`config.mk`:
```
export PLATFORM = sky130hd
export DESIGN_NAME = sector_block_cache_prefetch_top
export DESIGN_NICKNAME = d
export VERILOG_FILES = /design/src/hw/rtl/sbcp_pkg.sv /design/src/hw/rtl/sector_block_cache_prefetch_top.sv /design/src/hw/rtl/sbcp_ctrl.sv /design/src/hw/rtl/sbcp_dp.sv
export SDC_FILE = /design/constraint.sdc
export NUM_CORES = 2
export LEC_CHECK = 0
export BUFFER_PORTS_ARGS = -buffer_cell sky130_fd_sc_hd__buf_2
export CAP_MARGIN = 40
export CORE_UTILIZATION = 40
export CTS_CLUSTER_DIAMETER = 150
export DETAILED_ROUTE_END_ITERATION = 7
export PLACE_DENSITY = 0.59
export SYNTH_ARGS = -nofsm -noshare
export SYNTH_HDL_FRONTEND = slang
export SYNTH_SLANG_ARGS = --single-unit
```
`constraint.sdc`:
```
create_clock -name clk -period 12.91 [get_ports clk]
set_clock_uncertainty 0.2 [all_clocks]
set_input_delay 0.6455 -clock clk [delete_from_list [all_inputs] [get_ports clk]]
set_output_delay 0.6455 -clock clk [all_outputs]
set_load 0.02 [all_outputs]
```
`src/hw/rtl/sbcp_pkg.sv`:
```
// shared types, constants and helpers for the sector block cache with prefetch queue
package sbcp_pkg;

  // sizes; block size and ring depth are powers of two
  localparam int SECTORS_PER_BLOCK = 16;
  localparam int INDEX_BITS        = 6;
  localparam int ENTRIES           = 1 << INDEX_BITS;
  localparam int PREFETCH_DEPTH    = 4;
  localparam int RING_DEPTH        = 16;

  localparam int LBA_W      = 20;
  localparam int CAND_W     = LBA_W + 2;
  localparam int BLK_SHIFT  = $clog2(SECTORS_PER_BLOCK);
  localparam int RING_PTR_W = $clog2(RING_DEPTH);
  localparam int RING_CNT_W = $clog2(RING_DEPTH + 1);
  localparam int RA_CNT_W   = $clog2(PREFETCH_DEPTH + 1);
  localparam int CFG_IDX_W  = 1;
  localparam int CFG_DATA_W = LBA_W;
  localparam int QLEVEL_W   = 5;
  localparam int NCOUNT_W   = 3;

  typedef enum logic [2:0] {
    CMD_LOOKUP     = 3'd0,
    CMD_FILL       = 3'd1,
    CMD_READ_AHEAD = 3'd2,
    CMD_POP        = 3'd3,
    CMD_FAIL       = 3'd4
  } cmd_t;

  typedef enum logic [1:0] {
    ST_OK    = 2'd0,
    ST_RANGE = 2'd1,
    ST_HALT  = 2'd2
  } status_t;

  typedef enum logic [CFG_IDX_W-1:0] {
    REG_DISC_SECTORS    = 1'd0,
    REG_PREFETCH_ENABLE = 1'd1
  } cfg_reg_t;

  typedef enum logic [3:0] {
    S_IDLE,
    S_DISPATCH,
    S_LK_RES,
    S_RA_CHECK,
    S_RA_TAG,
    S_RA_SCAN,
    S_RA_PUT,
    S_RA_NEXT,
    S_POP_RES,
    S_EMIT
  } state_t;

  typedef struct packed {
    logic [2:0]       command;
    logic [LBA_W-1:0] lba;
    logic [LBA_W-1:0] track_start;
    logic [LBA_W-1:0] track_end;
    logic             track_known;
  } in_item_t;

  typedef struct packed {
    logic [1:0]          status;
    logic                hit;
    logic [LBA_W-1:0]    block_addr;
    logic                pop_valid;
    logic [NCOUNT_W-1:0] queued_count;
    logic [NCOUNT_W-1:0] dropped_count;
    logic [QLEVEL_W-1:0] queue_level;
  } out_item_t;

  // controller to datapath
  typedef struct packed {
    logic    cap;
    logic    set_status;
    status_t status_val;
    logic    lk_hit;
    logic    fill;
    logic    fail;
    logic    pop;
    logic    ra_next;
    logic    scan_inc;
    logic    put;
    logic    drop;
    logic    emit;
  } dp_cmd_t;

  // datapath to controller
  typedef struct packed {
    logic [2:0] command;
    logic       halted;
    logic       out_range;
    logic       track_known;
    logic       enable;
    logic       ring_empty;
    logic       ring_full;
    logic       ra_stop;
    logic       cached;
    logic       scan_match;
    logic       scan_last;
    logic       out_busy;
  } dp_status_t;

  // folded block number selects the directory entry
  function automatic logic [INDEX_BITS-1:0] slot_of(input logic [LBA_W-1:0] blk);
    logic [LBA_W-1:0] b;
    b = blk >> BLK_SHIFT;
    return INDEX_BITS'(b ^ (b >> INDEX_BITS));
  endfunction

endpackage

```
`src/hw/rtl/sector_block_cache_prefetch_top.sv`:
```
// top level of the sector block cache directory with read-ahead request queue
// lookup and a pop that returns a request pass through a result state before emit, all
// else goes from dispatch straight to emit; read_ahead on a known track walks its blocks:
// with prefetch on, each gets a tag check and a one-entry-per-cycle duplicate ring scan
// one transaction at a time; the next accept comes once the result register is loaded
// reset clears valid bits, ring pointers, halt flag and config at once; no clearing pass
module sector_block_cache_prefetch_top (
  input  logic                            clk,
  input  logic                            rst,
  input  logic                            in_valid,
  output logic                            in_ready,
  input  sbcp_pkg::in_item_t              in_data,
  output logic                            out_valid,
  input  logic                            out_ready,
  output sbcp_pkg::out_item_t             out_data,
  input  logic                            cfg_we,
  input  logic [sbcp_pkg::CFG_IDX_W-1:0]  cfg_index,
  input  logic [sbcp_pkg::CFG_DATA_W-1:0] cfg_data
);
  import sbcp_pkg::*;

  dp_cmd_t    cmd;
  dp_status_t st;

  sbcp_ctrl u_ctrl (
    .clk      (clk),
    .rst      (rst),
    .in_valid (in_valid),
    .in_ready (in_ready),
    .st       (st),
    .cmd      (cmd)
  );

  sbcp_dp u_dp (
    .clk       (clk),
    .rst       (rst),
    .in_data   (in_data),
    .cfg_we    (cfg_we),
    .cfg_index (cfg_index),
    .cfg_data  (cfg_data),
    .cmd       (cmd),
    .st        (st),
    .out_valid (out_valid),
    .out_ready (out_ready),
    .out_data  (out_data)
  );

endmodule

```
`src/hw/rtl/sbcp_ctrl.sv`:
```
// command sequencer: walks each transaction through the datapath steps
module sbcp_ctrl (
  input  logic                clk,
  input  logic                rst,
  input  logic                in_valid,
  output logic                in_ready,
  input  sbcp_pkg::dp_status_t st,
  output sbcp_pkg::dp_cmd_t    cmd
);
  import sbcp_pkg::*;

  state_t state, state_next;

  always_ff @(posedge clk) begin
    if (rst) begin
      state <= S_IDLE;
    end else begin
      state <= state_next;
    end
  end

  always_comb begin
    state_next     = state;
    in_ready       = 1'b0;
    cmd.cap        = 1'b0;
    cmd.set_status = 1'b0;
    cmd.status_val = ST_OK;
    cmd.lk_hit     = 1'b0;
    cmd.fill       = 1'b0;
    cmd.fail       = 1'b0;
    cmd.pop        = 1'b0;
    cmd.ra_next    = 1'b0;
    cmd.scan_inc   = 1'b0;
    cmd.put        = 1'b0;
    cmd.drop       = 1'b0;
    cmd.emit       = 1'b0;
    case (state)
      S_IDLE: begin
        in_ready = 1'b1;
        if (in_valid) begin
          cmd.cap    = 1'b1;
          state_next = S_DISPATCH;
        end
      end
      S_DISPATCH: begin
        state_next = S_EMIT;
        case (st.command)
          CMD_LOOKUP: begin
            if (st.halted) begin
              cmd.set_status = 1'b1;
              cmd.status_val = ST_HALT;
            end else if (st.out_range) begin
              cmd.set_status = 1'b1;
              cmd.status_val = ST_RANGE;
            end else begin
              state_next = S_LK_RES;
            end
          end
          CMD_FILL: begin
            if (st.halted) begin
              cmd.set_status = 1'b1;
              cmd.status_val = ST_HALT;
            end else if (st.out_range) begin
              cmd.set_status = 1'b1;
              cmd.status_val = ST_RANGE;
            end else begin
              cmd.fill = 1'b1;
            end
          end
          CMD_READ_AHEAD: begin
            if (st.halted) begin
              cmd.set_status = 1'b1;
              cmd.status_val = ST_HALT;
            end else if (st.track_known) begin
              state_next = S_RA_CHECK;
            end
          end
          CMD_POP: begin
            if (st.halted) begin
              cmd.set_status = 1'b1;
              cmd.status_val = ST_HALT;
            end else if (st.enable && !st.ring_empty) begin
              state_next = S_POP_RES;
            end
          end
          CMD_FAIL: begin
            cmd.fail       = 1'b1;
            cmd.set_status = 1'b1;
            cmd.status_val = ST_HALT;
          end
          default: begin
            state_next = S_EMIT;
          end
        endcase
      end
      S_LK_RES: begin
        cmd.lk_hit = 1'b1;
        state_next = S_EMIT;
      end
      S_RA_CHECK: begin
        if (st.ra_stop) begin
          state_next = S_EMIT;
        end else if (!st.enable) begin
          state_next = S_RA_NEXT;
        end else begin
          state_next = S_RA_TAG;
        end
      end
      S_RA_TAG: begin
        if (st.cached) begin
          state_next = S_RA_NEXT;
        end else if (st.ring_empty) begin
          state_next = S_RA_PUT;
        end else begin
          // first ring entry is being read now
          cmd.scan_inc = 1'b1;
          state_next   = S_RA_SCAN;
        end
      end
      S_RA_SCAN: begin
        if (st.scan_match) begin
          state_next = S_RA_NEXT;
        end else if (st.scan_last) begin
          state_next = S_RA_PUT;
        end else begin
          cmd.scan_inc = 1'b1;
        end
      end
      S_RA_PUT: begin
        if (st.ring_full) begin
          cmd.drop = 1'b1;
        end else begin
          cmd.put = 1'b1;
        end
        state_next = S_RA_NEXT;
      end
      S_RA_NEXT: begin
        cmd.ra_next = 1'b1;
        state_next  = S_RA_CHECK;
      end
      S_POP_RES: begin
        cmd.pop    = 1'b1;
        state_next = S_EMIT;
      end
      S_EMIT: begin
        if (!st.out_busy) begin
          cmd.emit   = 1'b1;
          state_next = S_IDLE;
        end
      end
      default: begin
        state_next = S_IDLE;
      end
    endcase
  end

endmodule

```
`src/hw/rtl/sbcp_dp.sv`:
```
// datapath: config registers, tag directory, request ring and result register
module sbcp_dp (
  input  logic                                clk,
  input  logic                                rst,
  input  sbcp_pkg::in_item_t                  in_data,
  input  logic                                cfg_we,
  input  logic [sbcp_pkg::CFG_IDX_W-1:0]      cfg_index,
  input  logic [sbcp_pkg::CFG_DATA_W-1:0]     cfg_data,
  input  sbcp_pkg::dp_cmd_t                   cmd,
  output sbcp_pkg::dp_status_t                st,
  output logic                                out_valid,
  input  logic                                out_ready,
  output sbcp_pkg::out_item_t                 out_data
);
  import sbcp_pkg::*;

  logic [LBA_W-1:0]      disc_sectors;
  logic                  prefetch_enable;
  in_item_t              item;

  logic [ENTRIES-1:0]    entry_valid;
  logic [LBA_W-1:0]      tag_mem [ENTRIES];
  logic [LBA_W-1:0]      tag_q;
  logic                  vld_q;

  logic [LBA_W-1:0]      ring_mem [RING_DEPTH];
  logic [LBA_W-1:0]      ring_q;
  logic [RING_PTR_W-1:0] head;
  logic [RING_PTR_W-1:0] tail;
  logic [RING_CNT_W-1:0] count;
  logic                  halted;

  logic [CAND_W-1:0]     cand;
  logic [RA_CNT_W-1:0]   ra_i;
  logic [RING_CNT_W-1:0] scan;

  status_t               w_status;
  logic                  w_hit;
  logic [LBA_W-1:0]      w_addr;
  logic                  w_popv;
  logic [RA_CNT_W-1:0]   w_nq;
  logic [RA_CNT_W-1:0]   w_nd;

  logic [CAND_W-1:0]     in_blk;
  logic [INDEX_BITS-1:0] slot;
  logic [RING_PTR_W-1:0] ring_raddr;

  assign in_blk     = CAND_W'((in_data.lba >> BLK_SHIFT) << BLK_SHIFT);
  assign slot       = slot_of(cand[LBA_W-1:0]);
  assign ring_raddr = head + scan[RING_PTR_W-1:0];

  // config registers
  always_ff @(posedge clk) begin
    if (rst) begin
      disc_sectors    <= '0;
      prefetch_enable <= 1'b0;
    end else if (cfg_we) begin
      case (cfg_index)
        REG_DISC_SECTORS:    disc_sectors    <= cfg_data[LBA_W-1:0];
        REG_PREFETCH_ENABLE: prefetch_enable <= cfg_data[0];
        default: begin
        end
      endcase
    end
  end

  // tag directory: valid bits in flops, tags in a memory with registered read
  always_ff @(posedge clk) begin
    if (rst) begin
      entry_valid <= '0;
    end else if (cmd.fill) begin
      entry_valid[slot] <= 1'b1;
    end
  end

  always_ff @(posedge clk) begin
    if (cmd.fill) begin
      tag_mem[slot] <= cand[LBA_W-1:0];
    end
    tag_q <= tag_mem[slot];
    vld_q <= entry_valid[slot];
  end

  // request ring storage
  always_ff @(posedge clk) begin
    if (cmd.put) begin
      ring_mem[tail] <= cand[LBA_W-1:0];
    end
    ring_q <= ring_mem[ring_raddr];
  end

  // ring pointers and halt flag
  always_ff @(posedge clk) begin
    if (rst) begin
      head   <= '0;
      tail   <= '0;
      count  <= '0;
      halted <= 1'b0;
    end else if (cmd.fail) begin
      head   <= '0;
      tail   <= '0;
      count  <= '0;
      halted <= 1'b1;
    end else if (cmd.put) begin
      tail  <= tail + 1'b1;
      count <= count + 1'b1;
    end else if (cmd.pop) begin
      head  <= head + 1'b1;
      count <= count - 1'b1;
    end
  end

  // captured transaction, walk counters and working result
  always_ff @(posedge clk) begin
    if (cmd.cap) begin
      item     <= in_data;
      ra_i     <= '0;
      scan     <= '0;
      w_status <= ST_OK;
      w_hit    <= 1'b0;
      w_popv   <= 1'b0;
      w_nq     <= '0;
      w_nd     <= '0;
      // read-ahead starts one block later when the block begins before the track
      if (in_data.command == CMD_READ_AHEAD &&
          in_blk < CAND_W'(in_data.track_start)) begin
        cand <= in_blk + CAND_W'(SECTORS_PER_BLOCK);
      end else begin
        cand <= in_blk;
      end
      if (in_data.command == CMD_LOOKUP || in_data.command == CMD_FILL) begin
        w_addr <= in_blk[LBA_W-1:0];
      end else begin
        w_addr <= '0;
      end
    end else begin
      if (cmd.set_status) begin
        w_status <= cmd.status_val;
      end
      if (cmd.lk_hit) begin
        w_hit <= st.cached;
      end
      if (cmd.pop) begin
        w_addr <= ring_q;
        w_popv <= 1'b1;
      end
      if (cmd.put) begin
        w_nq <= w_nq + 1'b1;
      end
      if (cmd.drop) begin
        w_nd <= w_nd + 1'b1;
      end
      if (cmd.ra_next) begin
        cand <= cand + CAND_W'(SECTORS_PER_BLOCK);
        ra_i <= ra_i + 1'b1;
        scan <= '0;
      end else if (cmd.scan_inc) begin
        scan <= scan + 1'b1;
      end
    end
  end

  // result register
  always_ff @(posedge clk) begin
    if (rst) begin
      out_valid <= 1'b0;
    end else if (cmd.emit) begin
      out_valid <= 1'b1;
    end else if (out_ready) begin
      out_valid <= 1'b0;
    end
  end

  always_ff @(posedge clk) begin
    if (cmd.emit) begin
      out_data.status        <= w_status;
      out_data.hit           <= w_hit;
      out_data.block_addr    <= w_addr;
      out_data.pop_valid     <= w_popv;
      out_data.queued_count  <= NCOUNT_W'(w_nq);
      out_data.dropped_count <= NCOUNT_W'(w_nd);
      out_data.queue_level   <= QLEVEL_W'(count);
    end
  end

  always_comb begin
    st.command     = item.command;
    st.halted      = halted;
    st.out_range   = item.lba >= disc_sectors;
    st.track_known = item.track_known;
    st.enable      = prefetch_enable;
    st.ring_empty  = count == '0;
    st.ring_full   = count == RING_CNT_W'(RING_DEPTH);
    st.ra_stop     = (ra_i == RA_CNT_W'(PREFETCH_DEPTH)) ||
                     (cand >= CAND_W'(disc_sectors)) ||
                     (cand < CAND_W'(item.track_start)) ||
                     (cand + CAND_W'(SECTORS_PER_BLOCK - 1) > CAND_W'(item.track_end));
    st.cached      = vld_q && (tag_q == cand[LBA_W-1:0]);
    // ring_q holds the entry one behind the scan counter
    st.scan_match  = ring_q == cand[LBA_W-1:0];
    st.scan_last   = scan == count;
    st.out_busy    = out_valid && !out_ready;
  end

endmodule

```
After elaboration in Yosys (flattened, before gate mapping)
Memories as Yosys holds them, arrays and structs flattened. A register that Yosys moved wholly into a read port is not among the register bits.
Cells that the tools add are included.

storage, ports and cells
  memories = 2
  RAM bits = 1600
  word-level logic and storage cells = 167
  output and inout bits = 37
  bits in registers = 264
  input bits = 90

memory list
  memory         depth  width  rd ports  clocked after memory_dff  write ports  line           source
  u_dp.tag_mem   64     20     1         1                         1            sbcp_dp.sv:22  logic [LBA_W-1:0] tag_mem [ENTRIES];
  u_dp.ring_mem  16     20     1         1                         1            sbcp_dp.sv:26  logic [LBA_W-1:0] ring_mem [RING_DEPTH];

operators by class
  add/subtract/negate cells = 12
  reductions and logical operators = 28
  bitwise logic cells = 4
  equal/unequal tests = 23
  muxes and demuxes = 60
  order comparisons = 7

operator list
  kind                     count
  $mux W22                 3
  $or A64 B64 Y64          1
  $mux W20                 3
  $eq A20 B20 Y1           2
  $mux W4                  9
  $pmux W4 S9              1
  $mux W1                  28
  $add A22 B4 Y22 const B  1
  $add A22 B5 Y22 const B  1
  $ge A22 B20 Y1           1
  $gt A22 B20 Y1           1
  $lt A22 B20 Y1           1
  $add A20 B5 Y21 const B  1
  $ge A20 B20 Y1           1
  $lt A20 B20 Y1           1
  $eq A4 B3 Y1 const B     4
  $mux W3                  4
  $pmux W4 S3              1
  $add A5 B1 Y5 const B    2
  $mux W2                  5
  $mux W5                  2
  $reduce_or A2 Y1         5
  $add A3 B1 Y3 const B    3
  $eq A3 B2 Y1 const B     3
  29 further kinds         50

Depth between registers and ports, before layout
  depth after elaboration = 7
  mapped depth = 12
  depth with buffers taken out = 11

Cells and area by module
Synthesis repeated with hierarchy kept, for this count alone.

unflattened totals
  cell total of the unflattened synthesis = 3848
  area, all modules = 61547.8 sq um

modules (own cells, without submodules)
  module     instances  cells an instance  area an instance (sq um)
  sbcp_dp    1          3778               61047.3
  sbcp_ctrl  1          70                 500.5

Worst setup path after synthesis
Ideal clock, no wire load.

  path type = reg2reg
  start point = register u_ctrl.state[3]
  end point = register u_dp.item[10] (netlist name) (enable)
  period minus slack after synthesis = 4.411 ns
  path buffers = 3
  data arrival time = 3.758 ns
  setup time = 0.453 ns
  data required time = 12.257 ns
  stages on the path, launching flop included = 7
  slack = 8.499 ns
  cells stage by stage = dfxtp_1 -> clkbuf_1 -> nor4_1 -> nand2_1 -> inv_1 -> clkbuf_1 -> buf_1

RTL lines
  what                    line             source
  from (decl)             sbcp_ctrl.sv:12  state_t state, state_next;
  from (signal assigned)  sbcp_ctrl.sv:18  state <= state_next;
  to (signal assigned)    sbcp_dp.sv:116   item <= in_data;
  to (decl)               sbcp_dp.sv:19    in_item_t item;

Worst setup path in the final report
  start point = register u_dp.cand[4]
  end point = register u_dp.tag_q[7] (read register of u_dp.tag_mem)

on the way
  longest elaborated chain between the ends = 1

RTL lines
  what                    line             source
  from (decl)             sbcp_dp.sv:33    logic [CAND_W-1:0] cand;
  from (signal assigned)  sbcp_dp.sv:127   cand <= in_blk + CAND_W'(SECTORS_PER_BLOCK);
  from (signal assigned)  sbcp_dp.sv:129   cand <= in_blk;
  from (signal assigned)  sbcp_dp.sv:154   cand <= cand + CAND_W'(SECTORS_PER_BLOCK);
  $xor A6 B6 Y6           sbcp_pkg.sv:108  return INDEX_BITS'(b ^ (b >> INDEX_BITS));
  to (decl)               sbcp_dp.sv:23    logic [LBA_W-1:0] tag_q;

Every way passes these cells.
A chain may end at the register's enable or synchronous reset.

==> run_results.csv <==
group,metric,value,unit
outcome,outcome,"finished clean",
synth,post_synth_main_area_contributors,"edfxtp_1 69%, dfxtp_1 5.0%, a22oi_1 4.0%",
timing,grt_setup_unrepaired,"false",
cells_and_area,synth_to_layout_area_growth,16.3,%
clocking,cts-root-to-sink-buffers,3,
timing,final.period_utilization,0.395,
clocking,clock_tree.root_cell,"clkbuf_16",
timing,timing.final.max_slew_violations,0,
setup_path,critical_path.endpoint_type,"flop",
flow_run,max_cap_violations,0,
timing,setup_viol,0,
detailed_routing,drt_first_pass_iters,8,
clocking,cts_buffers,159,
grt,grt_use_total,0.233,
synth,count_of_cell_types_in_the_netlist,80,
detailed_routing,drt_drc_violations_left,0,
grt,grt_overflow,0,
floorplan,start_util,0.404,
setup_path,timing.setup.critical_path_class,"reg2reg",
detailed_routing,drt_wl_total,184000,um
detailed_routing,route.antenna.remaining_nets,0,
synth,synth_edf_count,1409,
floorplan,pin_count,127,
synth,synthArstFlopShare,0,
clocking,cts_tree,"done",
placement,portBuffers,122,
synth,synth_top_area_share,0.688,
detailed_routing,avgRoutedWirePerCell,28.3,um
timing,tightest_slew,0.949,ns
floorplan,overall_die_area,0.155,mm2
synth,yosysSeqAreaShare,0.738,
floorplan,coreArea,0.152,mm2
placement,post-dp-hpwl,108000,um
floorplan,rows,143,
pwr,power_consumption,13.0,mW
setup_path,critical_path.max_fanout,48,
setup_path,critical_path_required,13.34,ns
detailed_routing,viasPerCell,5.83,
placement,gpl.final_weighted_congestion,0.881,
detailed_routing,vias,37900,
grt,antenna_found_initial,6,
setup_path,worst_setup_path_start_kind,"flop",
clocking,clk_transition_reported_paths,0.06,ns
synth,synth_most_common_cell,"edfxtp_1",
timing,setup_tns,0,ns
floorplan,die_x,394,um
cells_and_area,ratio_of_cells_with_drive_above_1_in_the_final_layout,0.151,
cells_and_area,fin_nets,4534,
grt,grt_pass1_vias,36800,
synth,synthesized_area,0.0615,mm2
synth,avgSynthCellArea,15.4,um2
worst_hold_path,hold_path_class,"in2reg",
grt,grt_max_degree,95,
setup_path,reg2reg_depth,12,
synth,synth_flop_cell,"edfxtp_1",
synth,postSynthRegisterBits,1564,
synth,ys.warnings.count,0,
clocking,insertion_delay,0.79,ns
grt,global_route_wire_length_before_repair,263000,um
synth,yosys-top-cells-count,"1409 x edfxtp_1, 332 x nand2_1, 324 x a22oi_1, 270 x a21oi_1, 249 x nor2_1",
pwr,power.ir.vdd_worst,0.108,mV
cells_and_area,final-seq-area,0.0454,mm2
clocking,cts.htree.levels,4,
synth,synthesis.instances,3991,
cells_and_area,fill_cells,12900,
pwr,cellLeakagePower,23.6,nW
cells_and_area,multiInputGateArea,0.0150,mm2
worst_hold_path,timing.hold.worst_path_depth,1,
timing,fmax,196,MHz
pwr,power-per-cell-area,182,mW/mm2
timing,timing.final.crit_period,5.10,ns
timing,total_count_of_hold_check_failures_in_the_final_report,0,
detailed_routing,drt_iter0_drc,4971,
timing,timing.slew.headroom,0.362,
setup_path,worstPathArrival,5.53,ns
synth,cell_type_contributing_the_most_total_cell_area_after_synthesis,"edfxtp_1",
clocking,cts.sinks,1564,
floorplan,die_h,394,um
state kept, by name (all words and copies together) (netlist names), 2 cells and up:
name,count
u_dp.item,60
u_dp.tag_q,16
u_dp.disc_sectors,20
u_dp.w_nq,3
u_dp.scan,5
u_dp.w_nd,3
u_dp.cand,18
u_dp.w_status,2
u_dp.w_addr,16
u_dp.st,4
u_dp.head,4
u_dp.ring_mem,256
u_dp.tail,4
u_dp.out_data,31
u_dp.ra_i,3
u_dp.ring_q,16
u_dp.entry_valid,64
u_dp.count,5
u_ctrl.state,4
u_dp.tag_mem,1024
per-layer routing:
metal | GRT usage | vias to the layer above | share of wire
met1 | 0.317 | 19200 | 0.40
li1 | - | 16400 | -
met5 | 0 | - | 0.00011
met4 | 0.0855 | 4 | 0.036
met2 | 0.368 | 1983 | 0.47
met3 | 0.0489 | 344 | 0.093
through the flow:
stage | cells | hold WS [ns] | instance area (um2) | util | setup WS [ns]
floorplan | 3994 | 0.200 | 61500 | - | 8.50
global placement | 6091 | 0.204 | 65200 | 0.428 | 7.92
detailed placement | 6117 | 0.205 | 65600 | 0.431 | 7.94
CTS | 6497 | 0.00260 | 71500 | 0.470 | 7.91
global route | 6500 | 0.00615 | 71500 | 0.470 | 7.74
finish | 6501 | 0.0512 | 71500 | 0.470 | 7.81
final timing paths:
check                                     start           endpoint  slack (ns)
worst max register to register     u_dp.cand[4]      u_dp.tag_q[7]        7.81
worst min register to register  u_dp.w_addr[13]  u_dp.out_data[25]        0.22
worst max-delay path               u_dp.cand[4]      u_dp.tag_q[7]        7.81
worst min-delay path                in_data[45]      u_dp.item[45]        0.05
cell usage in the layout, fill, tap and decap left out, types with 12 or more instances in the layout:
| cell type | n |
|---|---|
| ha_1 | 101 |
| a21oi_1 | 270 |
| clkbuf_16 | 165 |
| edfxtp_1 | 1409 |
| buf_2 | 123 |
| xor2_1 | 38 |
| dlygate4sd3_1 | 89 |
| o211ai_1 | 12 |
| clkinv_1 | 25 |
| nor2b_1 | 21 |
| clkbuf_1 | 51 |
| a31oi_1 | 30 |
| o22ai_1 | 21 |
| inv_1 | 86 |
| nor2_1 | 239 |
| mux2_2 | 14 |
| xnor2_1 | 42 |
| a221oi_1 | 43 |
| dfxtp_1 | 155 |
| a22oi_1 | 324 |
| a22o_1 | 27 |
| mux2i_1 | 45 |
| mux4_2 | 73 |
| nand2_1 | 332 |
| clkinv_2 | 16 |
| nand3_1 | 59 |
| a41oi_1 | 22 |
| buf_4 | 174 |
| a211oi_1 | 64 |
| nand4_1 | 55 |
| and3_1 | 15 |
| nor4_1 | 15 |
| o21ai_0 | 72 |
| nor3_1 | 22 |
cell type report:
cell class | count | share of cell area
Clock inverter | 68 | 0.00874
Timing Repair Buffer | 406 | 0.0449
Antenna cell | 1 | 0.0000350
Multi-Input combinational cell | 2122 | 0.210
Inverter | 87 | 0.00460
Clock buffer | 223 | 0.0617
Tap cell | 2030 | 0.0355
Sequential cell | 1564 | 0.635
critical path, stage by stage (launching register included):
cell and delay [ns]:
edfxtp_1 0.34, buf_4 0.42, xor2_4 0.51, buf_4 0.41, buf_4 0.61, nor3_2 0.11, buf_4 0.24, buf_4 0.23
buf_16 0.21, a22oi_1 0.24, nand4_1 0.21, a222oi_1 0.80, nand4_1 0.16
where the power goes:
group	leakage, nW	switching, mW	internal (mW)
clock network	2.44	1.94	2.54
registers	14.0	0.0714	5.79
logic	7.19	1.90	0.743
cell families after synthesis:
kind of cell,synth area share
AO/OA/AOI/OAI,0.106
XOR/XNOR,0.0141
adder cells (fa/ha/maj),0.0214
multiplexers,0.0366
flip-flops,0.738
buffers and inverters,0.0217
AND/OR/NAND/NOR,0.0620
other,0.0000610
repair_timing:
item,CTS,global route
setup endpoints to repair,0,0
gates resized for setup,0,0
hold buffers,89,0
buffers inserted,0,0
hold endpoints to repair,85,0
No activity file was read; power rests on OpenSTA's default activity.
